===== src/hdl/crf_pkg.sv =====
// Shared constants and a helper function for the command frame receiver.
package crf_pkg;

   // Default sizes for the top-level parameters.
   localparam int PAYLOAD_LIMIT_DEF = 50;
   localparam int STORED_BYTES_DEF  = 20;

   // Configuration register map.
   localparam int CSR_ADDR_W = 3;
   localparam int CSR_DATA_W = 32;
   localparam logic REG_FAILSAFE_PERIOD = 1'b0;
   localparam logic [7:0] FAILSAFE_PERIOD_RST = 8'd30;

   // Parser phases.
   localparam logic [2:0] PH_HUNT = 3'd0;
   localparam logic [2:0] PH_HDR2 = 3'd1;
   localparam logic [2:0] PH_FUNC = 3'd2;
   localparam logic [2:0] PH_LEN  = 3'd3;
   localparam logic [2:0] PH_DATA = 3'd4;
   localparam logic [2:0] PH_CSUM = 3'd5;

   // Frame bytes.
   localparam logic [7:0] HDR_BYTE1 = 8'hAA;
   localparam logic [7:0] HDR_BYTE2 = 8'hAF;
   localparam logic [7:0] FN_MIN    = 8'h01;
   localparam logic [7:0] FN_MAX    = 8'hF0;

   // Function codes.
   localparam logic [7:0] FN_CMD    = 8'h01;
   localparam logic [7:0] FN_REPORT = 8'h02;
   localparam logic [7:0] FN_RC     = 8'h03;
   localparam logic [7:0] FN_GAIN_A = 8'h10;
   localparam logic [7:0] FN_GAIN_B = 8'h11;
   localparam logic [7:0] FN_ACK_LO = 8'h12;
   localparam logic [7:0] FN_ACK_HI = 8'h15;

   // Command operands.
   localparam logic [7:0] OP_CAL_ACC    = 8'h01;
   localparam logic [7:0] OP_CAL_GYRO   = 8'h02;
   localparam logic [7:0] OP_CAL_BOTH   = 8'h03;
   localparam logic [7:0] OP_DISARM     = 8'hA0;
   localparam logic [7:0] OP_ARM        = 8'hA1;
   localparam logic [7:0] OP_GAIN_QUERY = 8'h01;

   // Payload sizes, last word indices and the gain B index base.
   localparam logic [5:0] RC_BYTES    = 6'd20;
   localparam logic [5:0] GAIN_BYTES  = 6'd18;
   localparam logic [3:0] RC_LAST     = 4'd9;
   localparam logic [3:0] GAIN_LAST   = 4'd8;
   localparam logic [4:0] GAIN_B_BASE = 5'd9;

   // Result kinds.
   localparam logic [1:0] KIND_STATUS = 2'd0;
   localparam logic [1:0] KIND_CHAN   = 2'd1;
   localparam logic [1:0] KIND_GAIN   = 2'd2;
   localparam logic [1:0] KIND_ACK    = 2'd3;

   // Frame status codes.
   localparam logic [1:0] FS_NONE     = 2'd0;
   localparam logic [1:0] FS_ACCEPT   = 2'd1;
   localparam logic [1:0] FS_CSUM_ERR = 2'd2;
   localparam logic [1:0] FS_LEN_REJ  = 2'd3;

   // Acknowledge frame: fixed bytes, then the received checksum and its own sum.
   localparam logic [7:0] ACK_B0 = 8'hAA;
   localparam logic [7:0] ACK_B1 = 8'hAA;
   localparam logic [7:0] ACK_B2 = 8'hF0;
   localparam logic [7:0] ACK_B3 = 8'h03;
   localparam logic [7:0] ACK_B4 = 8'hBA;
   localparam logic [7:0] ACK_B5 = 8'h00;
   localparam logic [7:0] ACK_SUM_BASE =
      8'((ACK_B0 + ACK_B1 + ACK_B2 + ACK_B3 + ACK_B4 + ACK_B5) % 256);
   localparam logic [2:0] ACK_LAST = 3'd7;

   function automatic logic [7:0] ack_byte(input logic [2:0] idx, input logic [7:0] sum);
      logic [7:0] b;
      case (idx)
         3'd0: b = ACK_B0;
         3'd1: b = ACK_B1;
         3'd2: b = ACK_B2;
         3'd3: b = ACK_B3;
         3'd4: b = ACK_B4;
         3'd5: b = ACK_B5;
         3'd6: b = sum;
         3'd7: b = sum + ACK_SUM_BASE;
         default: b = 8'h00;
      endcase
      return b;
   endfunction

endpackage


===== src/hdl/crf_ram.sv =====
// Generic single-clock RAM with one write port and a registered read port.
module crf_ram #(
   parameter int WIDTH = 8,
   parameter int DEPTH = 20
) (
   input  logic                     clock,
   input  logic                     wr_en,
   input  logic [$clog2(DEPTH)-1:0] wr_addr,
   input  logic [WIDTH-1:0]         wr_data,
   input  logic [$clog2(DEPTH)-1:0] rd_addr,
   output logic [WIDTH-1:0]         rd_data
);

   logic [WIDTH-1:0] mem_ff [DEPTH];
   logic [WIDTH-1:0] rd_data_ff;

   always_ff @(posedge clock) begin
      if (wr_en) begin
         mem_ff[wr_addr] <= wr_data;
      end
      rd_data_ff <= mem_ff[rd_addr];
   end

   assign rd_data = rd_data_ff;

endmodule


===== src/hdl/command_frame_receiver_unit.sv =====
// Top level of the command frame receiver: byte parser, failsafe timer and result sequencer.
//
//  Channel  Direction  Handshake                    Contents
//  req      in         req_tvalid / req_tready      tdata: rx_byte; tuser: opcode
//  rsp      out        rsp_tvalid / rsp_tready      tdata: index..save_request; tuser: kind
//  csr      in/out     APB, csr_pready always high  failsafe_period at byte address 0
//
// An input transaction that yields a single status result is first accepted and updates
// the parser, then loads the output register. An accepted command frame (function 01 or
// 02) reads its operand back from the payload RAM and decodes it before its status is
// loaded. Channel and gain writes make two RAM reads of the payload RAM's single read
// port per 16-bit value; ack bytes are loaded one by one as the output register frees.
// Reset is synchronous and active high; it restores the parser to header hunting, clears
// the flags and the tick count and sets failsafe_period to 30. The payload RAM is not
// cleared. A stalled rsp side holds the sequencer; a new input transaction is taken only
// after all results of the previous one have been loaded into the output register.
module command_frame_receiver_unit #(
   parameter int PAYLOAD_LIMIT = crf_pkg::PAYLOAD_LIMIT_DEF,
   parameter int STORED_BYTES  = crf_pkg::STORED_BYTES_DEF
) (
   input  logic                          clock,
   input  logic                          reset,
   // Input stream.
   input  logic                          req_tvalid,
   output logic                          req_tready,
   input  logic [7:0]                    req_tdata,   // [7:0] rx_byte
   input  logic [0:0]                    req_tuser,   // [0] opcode (0 byte, 1 tick)
   // Result stream.
   output logic                          rsp_tvalid,
   input  logic                          rsp_tready,
   // [4:0] index, [20:5] value, [22:21] frame_status, [23] armed, [24] failsafe,
   // [25] acc_cal_request, [26] gyro_cal_request, [27] gain_report_request,
   // [28] save_request, [31:29] zero
   output logic [31:0]                   rsp_tdata,
   output logic [1:0]                    rsp_tuser,   // [1:0] kind
   output logic                          rsp_tlast,
   // Configuration port.
   input  logic                          csr_psel,
   input  logic                          csr_penable,
   input  logic                          csr_pwrite,
   input  logic [crf_pkg::CSR_ADDR_W-1:0] csr_paddr,
   input  logic [crf_pkg::CSR_DATA_W-1:0] csr_pwdata,
   output logic [crf_pkg::CSR_DATA_W-1:0] csr_prdata,
   output logic                          csr_pready
);

   localparam int ADDR_W = $clog2(STORED_BYTES);
   localparam logic [7:0] LIMIT_BYTE = 8'(PAYLOAD_LIMIT);
   localparam logic [5:0] STORED_CNT = 6'(STORED_BYTES);

   // Sequencer states.
   localparam logic [2:0] ST_IDLE   = 3'd0;
   localparam logic [2:0] ST_SINGLE = 3'd1;
   localparam logic [2:0] ST_OP_RD  = 3'd2;
   localparam logic [2:0] ST_OP     = 3'd3;
   localparam logic [2:0] ST_RD_HI  = 3'd4;
   localparam logic [2:0] ST_RD_LO  = 3'd5;
   localparam logic [2:0] ST_WORD   = 3'd6;
   localparam logic [2:0] ST_ACK    = 3'd7;

   // Control and parser state.
   logic [2:0] state_ff, state_in;
   logic [2:0] phase_ff, phase_in;
   logic [7:0] func_ff, func_in;
   logic [5:0] len_ff, len_in;
   logic [5:0] count_ff, count_in;
   logic [7:0] sum_ff, sum_in;
   logic       armed_ff, armed_in;
   logic       failsafe_ff, failsafe_in;
   logic [7:0] tick_ff, tick_in;
   logic [7:0] period_ff, period_in;

   // Sequencer working registers.
   logic [1:0] status_ff, status_in;
   logic [2:0] pulses_ff, pulses_in;    // bit 0 acc, bit 1 gyro, bit 2 gain report
   logic       gain_ff, gain_in;        // word run carries gains rather than channels
   logic [4:0] base_ff, base_in;
   logic [3:0] word_ff, word_in;
   logic [2:0] ack_ff, ack_in;
   logic [7:0] hi_ff, hi_in;

   // Output register.
   logic        rsp_valid_ff, rsp_valid_in;
   logic [1:0]  o_kind_ff, o_kind_in;
   logic [4:0]  o_index_ff, o_index_in;
   logic [15:0] o_value_ff, o_value_in;
   logic [1:0]  o_status_ff, o_status_in;
   logic        o_armed_ff, o_armed_in;
   logic        o_failsafe_ff, o_failsafe_in;
   logic [3:0]  o_pulses_ff, o_pulses_in;  // acc, gyro, gain report, save
   logic        o_last_ff, o_last_in;

   // Payload RAM ports.
   logic              ram_wr_en;
   logic [ADDR_W-1:0] ram_wr_addr;
   logic [ADDR_W-1:0] ram_rd_addr;
   logic [7:0]        ram_rd_data;

   logic       in_accept;
   logic       slot_free;
   logic       csr_write;
   logic [7:0] rx_byte;
   logic [5:0] count_next;
   logic [3:0] word_last;

   crf_ram #(
      .WIDTH (8),
      .DEPTH (STORED_BYTES)
   ) u_payload_ram (
      .clock   (clock),
      .wr_en   (ram_wr_en),
      .wr_addr (ram_wr_addr),
      .wr_data (rx_byte),
      .rd_addr (ram_rd_addr),
      .rd_data (ram_rd_data)
   );

   assign rx_byte    = req_tdata;
   assign req_tready = (state_ff == ST_IDLE);
   assign in_accept  = req_tvalid && req_tready;
   assign slot_free  = !rsp_valid_ff || rsp_tready;
   assign count_next = count_ff + 6'd1;
   assign word_last  = gain_ff ? crf_pkg::GAIN_LAST : crf_pkg::RC_LAST;

   // The configuration register is written at the access phase; only register 0 exists.
   assign csr_pready = 1'b1;
   assign csr_write  = csr_psel && csr_penable && csr_pwrite && csr_pready;
   assign csr_prdata = (csr_paddr[2] == crf_pkg::REG_FAILSAFE_PERIOD)
                       ? {{(crf_pkg::CSR_DATA_W-8){1'b0}}, period_ff}
                       : '0;

   // Payload bytes go to the RAM at their position in the payload; bytes past the store
   // are only summed.
   assign ram_wr_addr = count_ff[ADDR_W-1:0];

   // Read address: the high byte of a word is at the even position, the low byte after it.
   always_comb begin
      case (state_ff)
         ST_RD_HI: ram_rd_addr = ADDR_W'({word_ff, 1'b0});
         ST_RD_LO: ram_rd_addr = ADDR_W'({word_ff, 1'b1});
         ST_WORD:  ram_rd_addr = ADDR_W'({word_ff, 1'b1});
         default:  ram_rd_addr = '0;
      endcase
   end

   always_comb begin
      state_in    = state_ff;
      phase_in    = phase_ff;
      func_in     = func_ff;
      len_in      = len_ff;
      count_in    = count_ff;
      sum_in      = sum_ff;
      armed_in    = armed_ff;
      failsafe_in = failsafe_ff;
      tick_in     = tick_ff;
      period_in   = period_ff;
      status_in   = status_ff;
      pulses_in   = pulses_ff;
      gain_in     = gain_ff;
      base_in     = base_ff;
      word_in     = word_ff;
      ack_in      = ack_ff;
      hi_in       = hi_ff;
      ram_wr_en   = 1'b0;

      rsp_valid_in  = rsp_valid_ff && !rsp_tready;
      o_kind_in     = o_kind_ff;
      o_index_in    = o_index_ff;
      o_value_in    = o_value_ff;
      o_status_in   = o_status_ff;
      o_armed_in    = o_armed_ff;
      o_failsafe_in = o_failsafe_ff;
      o_pulses_in   = o_pulses_ff;
      o_last_in     = o_last_ff;

      if (csr_write && (csr_paddr[2] == crf_pkg::REG_FAILSAFE_PERIOD)) begin
         period_in = csr_pwdata[7:0];
      end

      case (state_ff)
         ST_IDLE: begin
            if (in_accept) begin
               status_in = crf_pkg::FS_NONE;
               pulses_in = 3'b000;
               state_in  = ST_SINGLE;
               if (req_tuser[0]) begin
                  // Failsafe tick: an overrun raises failsafe first, then disarms.
                  if (tick_ff > period_ff) begin
                     tick_in = 8'd1;
                     if (!failsafe_ff) begin
                        failsafe_in = 1'b1;
                     end else begin
                        armed_in = 1'b0;
                     end
                  end else begin
                     tick_in = tick_ff + 8'd1;
                  end
               end else begin
                  case (phase_ff)
                     crf_pkg::PH_HDR2: begin
                        if (rx_byte == crf_pkg::HDR_BYTE2) begin
                           sum_in   = sum_ff + rx_byte;
                           phase_in = crf_pkg::PH_FUNC;
                        end else if (rx_byte == crf_pkg::HDR_BYTE1) begin
                           sum_in = rx_byte;
                        end else begin
                           phase_in = crf_pkg::PH_HUNT;
                        end
                     end
                     crf_pkg::PH_FUNC: begin
                        if (rx_byte >= crf_pkg::FN_MIN && rx_byte <= crf_pkg::FN_MAX) begin
                           func_in  = rx_byte;
                           sum_in   = sum_ff + rx_byte;
                           phase_in = crf_pkg::PH_LEN;
                        end else begin
                           phase_in = crf_pkg::PH_HUNT;
                        end
                     end
                     crf_pkg::PH_LEN: begin
                        if (rx_byte >= LIMIT_BYTE) begin
                           status_in = crf_pkg::FS_LEN_REJ;
                           phase_in  = crf_pkg::PH_HUNT;
                        end else begin
                           len_in   = rx_byte[5:0];
                           count_in = 6'd0;
                           sum_in   = sum_ff + rx_byte;
                           phase_in = (rx_byte[5:0] != 6'd0) ? crf_pkg::PH_DATA
                                                             : crf_pkg::PH_CSUM;
                        end
                     end
                     crf_pkg::PH_DATA: begin
                        ram_wr_en = (count_ff < STORED_CNT);
                        sum_in    = sum_ff + rx_byte;
                        count_in  = count_next;
                        if (count_next >= len_ff) begin
                           phase_in = crf_pkg::PH_CSUM;
                        end
                     end
                     crf_pkg::PH_CSUM: begin
                        phase_in = crf_pkg::PH_HUNT;
                        if (rx_byte == sum_ff) begin
                           // Good frame: clear failsafe and pick the action.
                           failsafe_in = 1'b0;
                           status_in   = crf_pkg::FS_ACCEPT;
                           word_in     = 4'd0;
                           ack_in      = 3'd0;
                           if ((func_ff == crf_pkg::FN_CMD || func_ff == crf_pkg::FN_REPORT)
                               && len_ff != 6'd0) begin
                              state_in = ST_OP_RD;
                           end else if (func_ff == crf_pkg::FN_RC &&
                                        len_ff >= crf_pkg::RC_BYTES) begin
                              gain_in  = 1'b0;
                              base_in  = 5'd0;
                              state_in = ST_RD_HI;
                           end else if ((func_ff == crf_pkg::FN_GAIN_A ||
                                         func_ff == crf_pkg::FN_GAIN_B) &&
                                        len_ff >= crf_pkg::GAIN_BYTES) begin
                              gain_in  = 1'b1;
                              base_in  = (func_ff == crf_pkg::FN_GAIN_B) ?
                                         crf_pkg::GAIN_B_BASE : 5'd0;
                              state_in = ST_RD_HI;
                           end else if (func_ff >= crf_pkg::FN_ACK_LO &&
                                        func_ff <= crf_pkg::FN_ACK_HI) begin
                              state_in = ST_ACK;
                           end
                        end else begin
                           status_in = crf_pkg::FS_CSUM_ERR;
                        end
                     end
                     default: begin
                        // Hunting, and any phase code that means nothing.
                        phase_in = crf_pkg::PH_HUNT;
                        if (rx_byte == crf_pkg::HDR_BYTE1) begin
                           sum_in   = rx_byte;
                           phase_in = crf_pkg::PH_HDR2;
                        end
                     end
                  endcase
               end
            end
         end

         ST_SINGLE: begin
            // One status result carrying the pulses and the flags as they now stand.
            if (slot_free) begin
               rsp_valid_in  = 1'b1;
               o_kind_in     = crf_pkg::KIND_STATUS;
               o_index_in    = 5'd0;
               o_value_in    = 16'd0;
               o_status_in   = status_ff;
               o_armed_in    = armed_ff;
               o_failsafe_in = failsafe_ff;
               o_pulses_in   = {1'b0, pulses_ff};
               o_last_in     = 1'b1;
               state_in      = ST_IDLE;
            end
         end

         ST_OP_RD: begin
            state_in = ST_OP;
         end

         ST_OP: begin
            // The first payload byte is on the RAM output now.
            if (func_ff == crf_pkg::FN_CMD) begin
               case (ram_rd_data)
                  crf_pkg::OP_CAL_ACC:  pulses_in = 3'b001;
                  crf_pkg::OP_CAL_GYRO: pulses_in = 3'b010;
                  crf_pkg::OP_CAL_BOTH: pulses_in = 3'b011;
                  crf_pkg::OP_DISARM:   armed_in  = 1'b0;
                  crf_pkg::OP_ARM:      armed_in  = 1'b1;
                  default:              pulses_in = 3'b000;
               endcase
            end else if (ram_rd_data == crf_pkg::OP_GAIN_QUERY) begin
               pulses_in = 3'b100;
            end
            state_in = ST_SINGLE;
         end

         ST_RD_HI: begin
            state_in = ST_RD_LO;
         end

         ST_RD_LO: begin
            hi_in    = ram_rd_data;
            state_in = ST_WORD;
         end

         ST_WORD: begin
            // The low byte stays on the RAM output while the output register is busy.
            if (slot_free) begin
               rsp_valid_in  = 1'b1;
               o_kind_in     = gain_ff ? crf_pkg::KIND_GAIN : crf_pkg::KIND_CHAN;
               o_index_in    = base_ff + {1'b0, word_ff};
               o_value_in    = {hi_ff, ram_rd_data};
               o_status_in   = crf_pkg::FS_ACCEPT;
               o_armed_in    = armed_ff;
               o_failsafe_in = failsafe_ff;
               o_pulses_in   = {gain_ff && (word_ff == crf_pkg::GAIN_LAST), 3'b000};
               o_last_in     = !gain_ff && (word_ff == crf_pkg::RC_LAST);
               if (word_ff == word_last) begin
                  state_in = gain_ff ? ST_ACK : ST_IDLE;
               end else begin
                  word_in  = word_ff + 4'd1;
                  state_in = ST_RD_HI;
               end
            end
         end

         ST_ACK: begin
            if (slot_free) begin
               rsp_valid_in  = 1'b1;
               o_kind_in     = crf_pkg::KIND_ACK;
               o_index_in    = 5'd0;
               o_value_in    = {8'd0, crf_pkg::ack_byte(ack_ff, sum_ff)};
               o_status_in   = crf_pkg::FS_ACCEPT;
               o_armed_in    = armed_ff;
               o_failsafe_in = failsafe_ff;
               o_pulses_in   = 4'b0000;
               o_last_in     = (ack_ff == crf_pkg::ACK_LAST);
               ack_in        = ack_ff + 3'd1;
               if (ack_ff == crf_pkg::ACK_LAST) begin
                  state_in = ST_IDLE;
               end
            end
         end

         default: begin
            state_in = ST_IDLE;
         end
      endcase
   end

   always_ff @(posedge clock) begin
      if (reset) begin
         state_ff     <= ST_IDLE;
         phase_ff     <= crf_pkg::PH_HUNT;
         func_ff      <= 8'd0;
         len_ff       <= 6'd0;
         count_ff     <= 6'd0;
         sum_ff       <= 8'd0;
         armed_ff     <= 1'b0;
         failsafe_ff  <= 1'b0;
         tick_ff      <= 8'd0;
         period_ff    <= crf_pkg::FAILSAFE_PERIOD_RST;
         rsp_valid_ff <= 1'b0;
      end else begin
         state_ff     <= state_in;
         phase_ff     <= phase_in;
         func_ff      <= func_in;
         len_ff       <= len_in;
         count_ff     <= count_in;
         sum_ff       <= sum_in;
         armed_ff     <= armed_in;
         failsafe_ff  <= failsafe_in;
         tick_ff      <= tick_in;
         period_ff    <= period_in;
         rsp_valid_ff <= rsp_valid_in;
      end
   end

   always_ff @(posedge clock) begin
      status_ff     <= status_in;
      pulses_ff     <= pulses_in;
      gain_ff       <= gain_in;
      base_ff       <= base_in;
      word_ff       <= word_in;
      ack_ff        <= ack_in;
      hi_ff         <= hi_in;
      o_kind_ff     <= o_kind_in;
      o_index_ff    <= o_index_in;
      o_value_ff    <= o_value_in;
      o_status_ff   <= o_status_in;
      o_armed_ff    <= o_armed_in;
      o_failsafe_ff <= o_failsafe_in;
      o_pulses_ff   <= o_pulses_in;
      o_last_ff     <= o_last_in;
   end

   assign rsp_tvalid = rsp_valid_ff;
   assign rsp_tuser  = o_kind_ff;
   assign rsp_tlast  = o_last_ff;
   assign rsp_tdata  = {3'b000, o_pulses_ff, o_failsafe_ff, o_armed_ff, o_status_ff,
                        o_value_ff, o_index_ff};

endmodule

===== config.mk =====
export PLATFORM = sky130hd
export DESIGN_NAME = command_frame_receiver_unit
export DESIGN_NICKNAME = d
export VERILOG_FILES = /design/src/hdl/crf_pkg.sv /design/src/hdl/crf_ram.sv /design/src/hdl/command_frame_receiver_unit.sv
export SDC_FILE = /design/constraint.sdc
export NUM_CORES = 1
export LEC_CHECK = 0
export BUFFER_PORTS_ARGS = -buffer_cell sky130_fd_sc_hd__buf_4
export CAP_MARGIN = 10
export CORE_MARGIN = 2
export CORE_UTILIZATION = 35
export CTS_CLUSTER_SIZE = 12
export DETAILED_ROUTE_END_ITERATION = 10
export SKIP_CTS_REPAIR_TIMING = 1
export SLEW_MARGIN = 20
export SYNTH_ARGS = -nofsm -noshare
export SYNTH_HDL_FRONTEND = slang
export SYNTH_SLANG_ARGS = --single-unit

===== constraint.sdc =====
create_clock -name clock -period 8.4 [get_ports clock]
set_input_delay 1.26 -clock clock [delete_from_list [all_inputs] [get_ports clock]]
set_output_delay 1.26 -clock clock [all_outputs]
set_load 0.01 [all_outputs]

==> results.yml <==
floorplan:
  rows: 69
  die-area_um2: 38000
  pin_count: 121
  coreArea_um2: 35700
  die_h_um: 195
  start_util_pct: 35.7
  die_width_um: 195
grt:
  antenna_found_initial: 0
  grt_util_all_layers_pct: 15.5
  overflow: 0
  grt_max_degree: 52
  grt_pass1_wl_um: 46800
  grt_pass1_vias: 8202
final_layout:
  num_antenna_cells: 0
  post-route-util_pct: 40.3
  area_delta_synth_final_pct: 13.2
  nNetsFinal: 1252
  fin_area_um2: 14400
  multi_input_area_um2: 4640
  seqCellArea_um2: 7650
  n_fill_cell: 3380
  drive_above_1_share_pct: 11.0
clock_network:
  clock_path_buffers: 3
  clkTransAtPathRegs_ps: 60
  cts_buffers: 28
  clock_latency_ps: 550
  cts_tree: "yes"
  cts-root-buf: "clkbuf_16"
  cts_sinks: 275
  cts_max_level: 1
timing:
  worst_slack_ps: 4970
  fin_skew_ps: 16.5
  tightest_slew_ps: 1080
  tns_ps: 0
  rsz0062_at_grt: "false"
  fin_hold_ws_ps: 429
  max_freq_mhz: 291
  finalSetupViolations: 0
  final_hold_viol_count: 0
  maxSlewHeadroom_pct: 28.0
  layout_min_cycle_time_ps: 3430
  period_share_pct: 40.9
  drv_slew: 0
routing:
  dr.max_layer_used: "met4"
  dr.first_iter.drc_count: 617
  num_vias: 8671
  drc_errors: 0
  wl_met2_um: 14300
  ant_nets: 0
  wl_met1_um: 13900
  wl_met3_um: 1410
  totalWireLength_um: 30100
  firstDrtPassIters: 5
  viasPerCell: 5.27
  wl_per_cell_um: 18.3
synthesis:
  ys_ff_latch: 275
  synth_area_per_cell_um2: 11.4
  netlist_area_um2: 12700
  synth.distinct_cells: 68
  yosysWarnings: 0
  ys_seq_area_share_pct: 60.0
  synth_edf_count: 214
  ys.flop_type: "edfxtp_1"
  synthCells: 1113
  async_flop_share_pct: 0
critical_path:
  crit_required_ps: 8590
  cp_slowest_cell: "nor3b_4"
  startpoint_type: "register"
  path_depth: 6
  path_class: "register to register"
  r2r_cells: 6
  crit_fanout: 13
  crit_arrival_ps: 3620
  cp-end-kind: "register"
  path_buf_inv: 0
  path_cells: "or3_4, nor3b_4, nand2_1, or3_1, nor3b_1, and2_1"
  slowest_delay_ps: 570
  cp_top_family: "simple AND/OR/NAND/NOR gates"
place:
  place_area_um2: 13500
  place_congestion: 0.827
  portBuffers: 66
  post-place-ws_ps: 4530
  dp_hpwl_um: 19800
power:
  p_int_w: 0.00231
  seqPwrFrac_pct: 51.1
  combinationalPowerShare_pct: 9.4
  p_switching_w: 0.000706
  p_sw_share_pct: 23.4
  power_frac_clock_pct: 39.5
  power_leakage_nw: 5.09
  power.density_nw_per_um2: 209
  ir_worst_vdd_mv: 0.130
status:
  status: "complete, no violations"
min_path:
  min-delay-path-class: "register to register"
  min_path_cells: 0
run:
  maxCapViolCount: 0
power groups by stage:
stage / Clock [W] / Combinational (W) / Sequential [W]
floorplan: 0 / 0.000152 / 0.00158
global placement: 0 / 0.000279 / 0.00157
detailed placement: 0 / 0.000285 / 0.00157
CTS: 0.00121 / 0.000286 / 0.00154
global route: 0.00127 / 0.000309 / 0.00154
finish: 0.00119 / 0.000285 / 0.00154
layer usage:
metal | global-route usage, % | vias to the layer above
met5 | 0 | -
met4 | 3.87 | 0
met3 | 2.06 | 37
met2 | 25.9 | 226
met1 | 21.4 | 4249
li1 | - | 4159
cell usage after synthesis (25+ instances only):
library cell | count | share of area [%]
edfxtp_1 | 214 | 50
nand2_1 | 116 | 3.4
nor2_1 | 104 | 3.1
nand3_1 | 68 | 2.7
dfxtp_1 | 61 | 9.6
o21ai_0 | 50 | 2.0
a21oi_1 | 44 | 1.7
clkbuf_1 | 43 | 1.3
ha_1 | 39 | 3.8
inv_1 | 32 | 0.94
buf_4 | 30 | 1.8
a22oi_1 | 26 | 1.5
and2_1 | 25 | 1.2
sequential cells by signal (all words and copies together), names as in the netlist, 2 cells and up:
signal	flops
u_payload_ram.mem_ff	160
o_value_ff	16
func_ff	8
hi_ff	8
period_ff	8
sum_ff	8
tick_ff	8
u_payload_ram.rd_data	8
count_ff	6
len_ff	6
o_index_ff	5
o_pulses_ff	4
word_ff	4
ack_ff	3
phase_ff	3
pulses_ff	3
state_ff	3
o_status_ff	2
rsp_tuser	2
status_ff	2
metrics by stage:
stage	total power, W	instances
4_1_cts	0.00304	1644
3_5_place_dp	0.00185	1592
3_3_place_gp	0.00185	1592
6_report	0.00301	1644
5_1_grt	0.00312	1644
2_1_floorplan	0.00173	1139
path summary, 6_finish.rpt:
check,startpoint,to,slack (ps)
worst max-delay path,state_ff[1],u_payload_ram.mem_ff[19][1],4970
worst min-delay path,armed_ff,o_armed_ff,430
worst max register to register,state_ff[1],u_payload_ram.mem_ff[19][1],4970
worst min register to register,armed_ff,o_armed_ff,430
cells by family after synthesis:
| group | count (synthesis) | share of synthesized area [%] |
|---|---|---|
| buffers and inverters | 115 | 4.39 |
| multiplexers | 29 | 3.07 |
| adder cells (fa/ha/maj) | 40 | 3.99 |
| AND/OR/NAND/NOR | 418 | 15.9 |
| AO/OA/AOI/OAI | 212 | 11.0 |
| XOR/XNOR | 22 | 1.51 |
| other | 2 | 0.0589 |
| flip-flops | 275 | 60.0 |
final cells by class:
type,count,share of cell area [%]
tap,461,4.00
clock buffer,48,5.66
inverter,32,0.833
multi-input combinational,749,32.2
clock inverter,4,0.382
timing repair buffer,75,3.90
sequential,275,53.0
layout by cell type (no fill, tap or decap), types with 20 or more instances in the layout:
cell       Yosys  routed
a22oi_1       26      26
nand2_1      116     116
dfxtp_1       61      61
and2_1        25      25
o211ai_1      20      20
clkbuf_16      0      28
mux2i_1       20      20
nor2_1       104     103
edfxtp_1     214     214
conb_1         2      28
o21ai_0       50      50
a21oi_1       44      44
ha_1          39      39
buf_4         30      75
inv_1         32      32
nand3_1       68      68
Power figures use the tool's default switching activity.
